### src/tbt_pkg.sv
package tbt_pkg;

	localparam int COORD_BITS_DEF = 12;
	localparam int EDGE_BAND_DEF  = 4;

	localparam logic [7:0] TILE_RESET = 8'd32;
	localparam logic [7:0] TILE_MIN   = 8'd4;
	localparam logic [7:0] ALPHA      = 8'hff;

	// Q1.8 constants
	localparam logic [8:0] Q_BASE   = 9'd102;
	localparam logic [8:0] Q_STEP   = 9'd26;
	localparam logic [8:0] Q_ONE    = 9'd256;
	localparam logic [8:0] Q_SHADOW = 9'd102;
	localparam logic [8:0] Q_HIGH   = 9'd333;
	localparam logic [7:0] Q_NOISE  = 8'd77;

	// Tile height is the top two bits of each entry
	localparam logic [7:0] HEIGHT_ROM [256] = '{
		8'd208, 8'd39, 8'd119, 8'd237, 8'd95, 8'd70, 8'd212, 8'd193,
		8'd211, 8'd4, 8'd191, 8'd98, 8'd172, 8'd163, 8'd218, 8'd12,
		8'd58, 8'd73, 8'd25, 8'd249, 8'd62, 8'd135, 8'd86, 8'd227,
		8'd151, 8'd166, 8'd247, 8'd222, 8'd34, 8'd67, 8'd175, 8'd134,
		8'd135, 8'd201, 8'd212, 8'd140, 8'd241, 8'd180, 8'd145, 8'd252,
		8'd74, 8'd167, 8'd166, 8'd4, 8'd16, 8'd95, 8'd215, 8'd153,
		8'd108, 8'd77, 8'd231, 8'd166, 8'd230, 8'd52, 8'd229, 8'd79,
		8'd181, 8'd60, 8'd77, 8'd96, 8'd138, 8'd114, 8'd1, 8'd54,
		8'd108, 8'd48, 8'd78, 8'd90, 8'd28, 8'd63, 8'd100, 8'd58,
		8'd14, 8'd159, 8'd190, 8'd80, 8'd20, 8'd55, 8'd99, 8'd151,
		8'd85, 8'd12, 8'd203, 8'd129, 8'd44, 8'd126, 8'd195, 8'd214,
		8'd102, 8'd19, 8'd20, 8'd67, 8'd44, 8'd164, 8'd227, 8'd162,
		8'd219, 8'd32, 8'd115, 8'd184, 8'd129, 8'd131, 8'd75, 8'd177,
		8'd173, 8'd147, 8'd65, 8'd99, 8'd211, 8'd176, 8'd113, 8'd54,
		8'd36, 8'd255, 8'd86, 8'd93, 8'd243, 8'd182, 8'd108, 8'd149,
		8'd69, 8'd13, 8'd253, 8'd133, 8'd192, 8'd27, 8'd132, 8'd216,
		8'd237, 8'd14, 8'd120, 8'd2, 8'd250, 8'd49, 8'd246, 8'd112,
		8'd9, 8'd16, 8'd236, 8'd231, 8'd164, 8'd80, 8'd90, 8'd173,
		8'd171, 8'd189, 8'd202, 8'd109, 8'd224, 8'd45, 8'd67, 8'd60,
		8'd59, 8'd234, 8'd111, 8'd136, 8'd32, 8'd94, 8'd18, 8'd187,
		8'd8, 8'd44, 8'd122, 8'd237, 8'd116, 8'd248, 8'd240, 8'd67,
		8'd226, 8'd228, 8'd222, 8'd10, 8'd243, 8'd217, 8'd172, 8'd160,
		8'd84, 8'd215, 8'd115, 8'd255, 8'd197, 8'd19, 8'd83, 8'd246,
		8'd122, 8'd246, 8'd239, 8'd108, 8'd137, 8'd130, 8'd59, 8'd49,
		8'd218, 8'd200, 8'd51, 8'd94, 8'd125, 8'd72, 8'd243, 8'd24,
		8'd55, 8'd109, 8'd164, 8'd69, 8'd42, 8'd165, 8'd254, 8'd209,
		8'd221, 8'd10, 8'd187, 8'd185, 8'd127, 8'd29, 8'd83, 8'd150,
		8'd24, 8'd112, 8'd148, 8'd113, 8'd115, 8'd233, 8'd157, 8'd37,
		8'd33, 8'd24, 8'd173, 8'd71, 8'd159, 8'd221, 8'd152, 8'd39,
		8'd160, 8'd214, 8'd188, 8'd78, 8'd164, 8'd76, 8'd139, 8'd254,
		8'd24, 8'd3, 8'd43, 8'd94, 8'd54, 8'd230, 8'd119, 8'd103,
		8'd83, 8'd242, 8'd212, 8'd34, 8'd57, 8'd24, 8'd105, 8'd198
	};

endpackage

### src/tbt_div_cell.sv
// One restoring-division step for both coordinates, registered.
module tbt_div_cell #(
	parameter int CB = tbt_pkg::COORD_BITS_DEF
) (
	input  logic          clk,
	input  logic          arst_n,
	input  logic          in_valid,
	output logic          in_ready,
	input  logic [7:0]    divisor,
	input  logic [7:0]    x_rem,
	input  logic [CB-1:0] x_word,
	input  logic [7:0]    y_rem,
	input  logic [CB-1:0] y_word,
	input  logic [7:0]    noise,
	output logic          out_valid,
	input  logic          out_ready,
	output logic [7:0]    x_rem_out,
	output logic [CB-1:0] x_word_out,
	output logic [7:0]    y_rem_out,
	output logic [CB-1:0] y_word_out,
	output logic [7:0]    noise_out
);

	logic          valid_q;
	logic [7:0]    x_rem_q, y_rem_q, noise_q;
	logic [CB-1:0] x_word_q, y_word_q;
	logic [8:0]    x_trial, y_trial;
	logic          x_fit, y_fit;
	logic [7:0]    x_rem_nx, y_rem_nx;

	// shift the next dividend bit into the remainder; quotient bits fill the low end
	always_comb begin
		x_trial  = {x_rem, x_word[CB-1]};
		y_trial  = {y_rem, y_word[CB-1]};
		x_fit    = x_trial >= {1'b0, divisor};
		y_fit    = y_trial >= {1'b0, divisor};
		x_rem_nx = x_fit ? 8'(x_trial - {1'b0, divisor}) : x_trial[7:0];
		y_rem_nx = y_fit ? 8'(y_trial - {1'b0, divisor}) : y_trial[7:0];
	end

	assign in_ready = !valid_q || out_ready;

	always_ff @(posedge clk or negedge arst_n) begin
		if (!arst_n) begin
			valid_q <= 1'b0;
		end else if (in_ready) begin
			valid_q <= in_valid;
		end
	end

	always_ff @(posedge clk) begin
		if (in_valid && in_ready) begin
			x_rem_q  <= x_rem_nx;
			y_rem_q  <= y_rem_nx;
			x_word_q <= {x_word[CB-2:0], x_fit};
			y_word_q <= {y_word[CB-2:0], y_fit};
			noise_q  <= noise;
		end
	end

	assign out_valid  = valid_q;
	assign x_rem_out  = x_rem_q;
	assign x_word_out = x_word_q;
	assign y_rem_out  = y_rem_q;
	assign y_word_out = y_word_q;
	assign noise_out  = noise_q;

endmodule

### src/tbt_shade.sv
// Height lookup, edge lighting and final shading, two registered stages.
module tbt_shade #(
	parameter int CB = tbt_pkg::COORD_BITS_DEF,
	parameter int EB = tbt_pkg::EDGE_BAND_DEF
) (
	input  logic          clk,
	input  logic          arst_n,
	input  logic          in_valid,
	output logic          in_ready,
	input  logic [7:0]    divisor,
	input  logic [CB-1:0] tile_x,
	input  logic [CB-1:0] tile_y,
	input  logic [7:0]    off_x,
	input  logic [7:0]    off_y,
	input  logic [7:0]    noise,
	output logic          out_valid,
	input  logic          out_ready,
	output logic [31:0]   argb,
	output logic [7:0]    grey
);

	localparam logic [8:0] BAND = 9'(EB);

	logic [7:0]  idx;
	logic [1:0]  h, h_l, h_r, h_u, h_d;
	logic        band_l, band_r, band_u, band_d;
	logic [8:0]  light;
	logic [15:0] noise_prod;
	logic [8:0]  base;
	logic        v_s1, v_s2, rdy_s2;
	logic [8:0]  base_s1, light_s1;
	logic [7:0]  grey_s2;
	logic [17:0] prod;
	logic [9:0]  prod_q8;
	logic [8:0]  clamped;
	logic [7:0]  grey_nx;

	always_comb begin
		idx = tile_x[7:0] + {tile_y[3:0], 4'h0};
		h   = tbt_pkg::HEIGHT_ROM[idx][7:6];
		h_l = tbt_pkg::HEIGHT_ROM[8'(idx - 8'd1)][7:6];
		h_r = tbt_pkg::HEIGHT_ROM[8'(idx + 8'd1)][7:6];
		h_u = tbt_pkg::HEIGHT_ROM[8'(idx - 8'd16)][7:6];
		h_d = tbt_pkg::HEIGHT_ROM[8'(idx + 8'd16)][7:6];

		band_l = {1'b0, off_x} < BAND;
		band_r = ({1'b0, off_x} + BAND) > {1'b0, divisor};
		band_u = {1'b0, off_y} < BAND;
		band_d = ({1'b0, off_y} + BAND) > {1'b0, divisor};

		// later edges override earlier ones
		light = tbt_pkg::Q_ONE;
		if (band_l && h_l < h) light = tbt_pkg::Q_HIGH;
		if (band_l && h_l > h) light = tbt_pkg::Q_SHADOW;
		if (band_r && h_r < h) light = tbt_pkg::Q_HIGH;
		if (band_r && h_r > h) light = tbt_pkg::Q_SHADOW;
		if (band_u && h_u < h) light = tbt_pkg::Q_HIGH;
		if (band_u && h_u > h) light = tbt_pkg::Q_SHADOW;
		if (band_d && h_d < h) light = tbt_pkg::Q_HIGH;
		if (band_d && h_d > h) light = tbt_pkg::Q_SHADOW;

		noise_prod = {8'b0, tbt_pkg::Q_NOISE} * {8'b0, noise};
		base = tbt_pkg::Q_BASE + {1'b0, noise_prod[15:8]} + tbt_pkg::Q_STEP * {7'b0, h};
	end

	always_comb begin
		prod    = {9'b0, base_s1} * {9'b0, light_s1};
		prod_q8 = prod[17:8];
		clamped = (prod_q8 > {1'b0, tbt_pkg::Q_ONE}) ? tbt_pkg::Q_ONE : prod_q8[8:0];
		// 255 * p >> 8 equals p - 1 for every non-zero p up to one
		grey_nx = (clamped == 9'd0) ? 8'd0 : 8'(clamped - 9'd1);
	end

	assign rdy_s2   = !v_s2 || out_ready;
	assign in_ready = !v_s1 || rdy_s2;

	always_ff @(posedge clk or negedge arst_n) begin
		if (!arst_n) begin
			v_s1 <= 1'b0;
			v_s2 <= 1'b0;
		end else begin
			if (in_ready) v_s1 <= in_valid;
			if (rdy_s2) v_s2 <= v_s1;
		end
	end

	always_ff @(posedge clk) begin
		if (in_valid && in_ready) begin
			base_s1  <= base;
			light_s1 <= light;
		end
		if (v_s1 && rdy_s2) begin
			grey_s2 <= grey_nx;
		end
	end

	assign out_valid = v_s2;
	assign grey      = grey_s2;
	assign argb      = {tbt_pkg::ALPHA, grey_s2, grey_s2, grey_s2};

endmodule

### src/tiled_bevel_texture_pixel_top.sv
// Tiled bevel texture shader: one pixel request per clock in, one opaque grey ARGB
// word per clock out, while the output is not stalled. The coordinate division by the
// tile edge length runs through a row of COORD_BITS registered divider cells, one
// quotient bit each for x and y, followed by a lookup/lighting stage and a
// multiply/clamp stage. Each stage holds its request while stalled and accepts a new
// one as soon as it can hand its own on, so bubbles close up under output stall.
// Tile edge lengths below 4 act as 4. Write the tile edge register only while no
// request is in flight.
module tiled_bevel_texture_pixel_top #(
	parameter int COORD_BITS = tbt_pkg::COORD_BITS_DEF,
	parameter int EDGE_BAND  = tbt_pkg::EDGE_BAND_DEF
) (
	input  logic                  clk,
	input  logic                  arst_n,
	input  logic                  cfg_valid,
	output logic                  cfg_ready,
	input  logic [7:0]            cfg_data,
	input  logic                  in_valid,
	output logic                  in_stall,
	input  logic [COORD_BITS-1:0] pixel_x,
	input  logic [COORD_BITS-1:0] pixel_y,
	input  logic [7:0]            noise_byte,
	output logic                  out_valid,
	input  logic                  out_stall,
	output logic [31:0]           argb_word,
	output logic [7:0]            grey_level
);

	logic [7:0] tile_q;
	logic [7:0] divisor;

	logic                  v     [COORD_BITS+1];
	logic                  r     [COORD_BITS+1];
	logic [7:0]            x_rem [COORD_BITS+1];
	logic [7:0]            y_rem [COORD_BITS+1];
	logic [COORD_BITS-1:0] x_word[COORD_BITS+1];
	logic [COORD_BITS-1:0] y_word[COORD_BITS+1];
	logic [7:0]            nz    [COORD_BITS+1];

	assign cfg_ready = 1'b1;

	always_ff @(posedge clk or negedge arst_n) begin
		if (!arst_n) begin
			tile_q <= tbt_pkg::TILE_RESET;
		end else if (cfg_valid) begin
			tile_q <= cfg_data;
		end
	end

	assign divisor = (tile_q < tbt_pkg::TILE_MIN) ? tbt_pkg::TILE_MIN : tile_q;

	assign v[0]      = in_valid;
	assign in_stall  = !r[0];
	assign x_rem[0]  = 8'd0;
	assign y_rem[0]  = 8'd0;
	assign x_word[0] = pixel_x;
	assign y_word[0] = pixel_y;
	assign nz[0]     = noise_byte;

	for (genvar i = 0; i < COORD_BITS; i++) begin : g_div
		tbt_div_cell #(.CB(COORD_BITS)) u_cell (
			.clk        (clk),
			.arst_n     (arst_n),
			.in_valid   (v[i]),
			.in_ready   (r[i]),
			.divisor    (divisor),
			.x_rem      (x_rem[i]),
			.x_word     (x_word[i]),
			.y_rem      (y_rem[i]),
			.y_word     (y_word[i]),
			.noise      (nz[i]),
			.out_valid  (v[i+1]),
			.out_ready  (r[i+1]),
			.x_rem_out  (x_rem[i+1]),
			.x_word_out (x_word[i+1]),
			.y_rem_out  (y_rem[i+1]),
			.y_word_out (y_word[i+1]),
			.noise_out  (nz[i+1])
		);
	end

	tbt_shade #(.CB(COORD_BITS), .EB(EDGE_BAND)) u_shade (
		.clk       (clk),
		.arst_n    (arst_n),
		.in_valid  (v[COORD_BITS]),
		.in_ready  (r[COORD_BITS]),
		.divisor   (divisor),
		.tile_x    (x_word[COORD_BITS]),
		.tile_y    (y_word[COORD_BITS]),
		.off_x     (x_rem[COORD_BITS]),
		.off_y     (y_rem[COORD_BITS]),
		.noise     (nz[COORD_BITS]),
		.out_valid (out_valid),
		.out_ready (!out_stall),
		.argb      (argb_word),
		.grey      (grey_level)
	);

endmodule

### config.mk
export PLATFORM = sky130hd
export DESIGN_NAME = tiled_bevel_texture_pixel_top
export DESIGN_NICKNAME = d
export VERILOG_FILES = /design/src/tbt_pkg.sv /design/src/tbt_div_cell.sv /design/src/tbt_shade.sv /design/src/tiled_bevel_texture_pixel_top.sv
export SDC_FILE = /design/constraint.sdc
export NUM_CORES = 1
export LEC_CHECK = 0
export ABC_AREA = 1
export BUFFER_PORTS_ARGS = -buffer_cell sky130_fd_sc_hd__buf_2
export CELL_PAD_IN_SITES_DETAIL_PLACEMENT = 1
export CELL_PAD_IN_SITES_GLOBAL_PLACEMENT = 2
export CORE_ASPECT_RATIO = 0.7
export CORE_MARGIN = 4
export CORE_UTILIZATION = 40
export CTS_BUF_LIST = sky130_fd_sc_hd__clkbuf_8
export DETAILED_ROUTE_END_ITERATION = 10
export PLACE_DENSITY_LB_ADDON = 0.05
export SETUP_SLACK_MARGIN = 0.15
export SLEW_MARGIN = 20
export SYNTH_ARGS = -nofsm -noshare
export SYNTH_HDL_FRONTEND = slang
export SYNTH_SLANG_ARGS = --single-unit
### constraint.sdc
create_clock -name clk -period 5.7 [get_ports clk]
set_input_delay 0.57 -clock clk [delete_from_list [all_inputs] [get_ports clk]]
set_output_delay 0.57 -clock clk [all_outputs]
set_load 0.1 [all_outputs]
==> metrics <==
cell family with most CP delay=adder cells; Synth cell types=about 70; commonest non-fill, non-tap cell in the layout=edfxtp_1; register area share after synthesis=about 47%; Least-Margin Pin Slew=1044 ps; vias in the first global route=between 20000 and 25000; wire per inst=between 15 and 20 µm; post-synthesis simple-gate area fraction=13.38%; synthesized area per cell=9.831 µm²; Post-synth EDFFs=487; Arr. time, crit path=5790 ps; share of cells above drive strength 1=11.47%; DRT Pass-1 Iters=5; CP Capture Type=flip-flop; Hold Crit Start=cfg_data[0]; Top Usage Layer GRT=met1; # setup viols final=0; Routed WL=87.32 mm; first-pass GRT wire length=137.6 mm; Post-synth ARST share=4.322%; Die ar.=84560 µm²; initial core utilization=40.46%; MaxCap Viol Count=0; Data required, critical path=just over 6000 ps; min Tclk post-route=between 5000 and 6000 ps; Worst slew margin=around 29%; CTS tree=built; critical path startpoint category=flip-flop; Clock Sinks=509; fmax=187.3 MHz; GRT Overall Usage=around a fifth; core box area=78980 µm²; met1 Use GR=31.07%; Worst Hold Class=in -> reg; Final nets=3871; grt met2 use=30.46%; die span in y=~240 µm; Num CTS Buffers=87; RSZ-0062 raised after global routing=false; Post-route DRC=0; Synth Warn #=0; post-synthesis adder-cell area fraction=16.08%; dpl hpwl=66.36 mm; CTS Buffer Depth=3; GP Congestion=0.8618; Buf+Inv Stages, Crit Path=8; Reg-to-Reg Start=u_shade.light_s1[2]; max incr delay on CP=570 ps; crit path launch=u_shade.light_s1[2]; final max-slew violation count=0; Hold Violations, Final=0; Tcrit/Tclk final=93.65%; critical path class=reg -> reg; Post-Route Setup TNS=0 ps; multiplexer area fraction after synthesis=0.1331%; initial antenna violation count=4; vias=23470; root buf cell=clkbuf_8; GRT Residual Overflow=0; Clock transition at path regs=60 ps; Compound-Gate Fraction of Synth Area=11.54%; combinational family with the most area after synthesis=adder cells; dominant synthesized flop cell=edfxtp_1; IO Count=88; Die X-Extent=345.8 µm; Worst Skew=between 30 and 40 ps; H-tree depth=3; vias per inst=5.124; clk_lat worst skew=just over 700 ps; CP Max Fanout=8; Synth Cell Area=approximately 32000 µm²; most frequent cells in the layout=edfxtp_1, inv_1, nand2_1, nor2_1, a21oi_1; #FFs+latches synth=509; IO buf count=slightly below 80; largest net degree at the start of global routing=47; outcome=finished clean; Cell Rows=86; Critical Path Slowest Stage Cell=edfxtp_1; P&R area growth vs syn=12.94%; 1st-iter DRT viols=1362; Syn Inst Count=3251; post-synthesis xor/xnor area fraction=4.154%; met3 usage in global routing=3.488%; ANT nets after route=0
metrics by stage:
step / cells / instance area (µm²) / hold slack, ps / setup WS [ps] / util [%]
after global placement: 4363 / 33650 / 401.3 / 146.2 / 42.61
after CTS: 4557 / 35710 / 1.156 / 163.4 / 45.21
after floorplan: 3272 / 32040 / 274.4 / 647.5 / -
after detailed placement: 4363 / 33650 / 405.6 / 62.14 / 42.61
after global routing: 4579 / 36090 / 31.87 / 82.68 / 45.70
final: 4580 / 36100 / 88.91 / 362.0 / 45.70
synthesized netlist by cell type (6+ instances only):
library cell / number / area (µm²)
o22ai_1: 11 / 68.82
clkbuf_1: 23 / 86.33
o311ai_0: 8 / 70.07
a21oi_1: 318 / 1592
o21ai_0: 169 / 845.8
nand3_1: 76 / 380.4
o21bai_1: 15 / 112.6
or3_1: 7 / 43.79
buf_1: 6 / 22.52
nand3b_1: 6 / 45.04
or2_2: 10 / 62.56
a31oi_1: 18 / 112.6
o21ai_1: 25 / 125.1
edfxtp_1: 487 / 14620
xor2_1: 101 / 884.6
ha_1: 310 / 3879
buf_2: 27 / 135.1
nand4_1: 22 / 137.6
o211ai_1: 24 / 180.2
nand2_1: 442 / 1659
a21o_1: 10 / 75.07
nand2_2: 21 / 131.4
nor2_4: 8 / 90.09
fa_1: 63 / 1261
a211oi_1: 22 / 165.2
buf_4: 42 / 315.3
inv_1: 437 / 1640
xnor2_1: 45 / 394.1
nor3_1: 30 / 150.1
dfrtp_1: 21 / 525.5
inv_2: 17 / 63.81
nor2_1: 344 / 1291
sequential cells by signal, indices dropped and copies added (netlist names), 4 cells and up:
name	cells
u_shade.grey	8
g_div.u_cell.x_word_out	102
g_div.u_cell.x_rem_out	96
g_div.u_cell.y_word_out	76
g_div.u_cell.y_rem_out	96
g_div.u_cell.noise_out	96
u_shade.base_s1	9
g_div.u_cell.out_valid	12
tile_q	8
u_shade.light_s1	4
final timing paths:
kind	to	cells after the start	slack [ps]
worst max-delay path	u_shade.grey[1]	28	360
worst min-delay path	tile_q[0]	2	90
worst max register to register	u_shade.grey[1]	28	360
worst min register to register	g_div[1].u_cell.x_word_out[4]	0	410
max in group asynchronous	g_div[0].u_cell.out_valid	2	4750
min in group asynchronous	g_div[11].u_cell.out_valid	2	470
repair_timing:
| item | in CTS | in global routing |
|---|---|---|
| buffers inserted | 3 | 20 |
| endpoints found under the hold margin | 52 | 0 |
| hold buffers | 32 | 0 |
| setup endpoints to repair | 8 | 10 |
| pin swaps | 0 | 38 |
| resized for setup | 1 | 51 |
layout make-up:
type,count,area [µm²]
Fill cell,8980,42880
Sequential cell,509,15180
Multi-Input combinational cell,2206,14800
Inverter,456,1732
Timing Repair Buffer,193,1358
Tap cell,1056,1321
Clock buffer,92,1266
Clock inverter,67,442.9
Antenna cell,1,2.502
metal layers:
metal  wire (µm)  share of wire [%]
met1       45370                 52
met2       37010                 42
met3        3282                3.8
met4        1617                1.9
met5          41              0.047
cell families after synthesis:
group | Yosys count
AND/OR/NAND/NOR | 999
AO/OA/AOI/OAI | 658
buffers and inverters | 557
flip-flops | 509
adder cells (fa/ha/maj) | 373
XOR/XNOR | 149
multiplexers | 4
other | 2
Power is not shown: default switching activity piles up to over one toggle a cycle in this logic, so the estimate is an artifact.
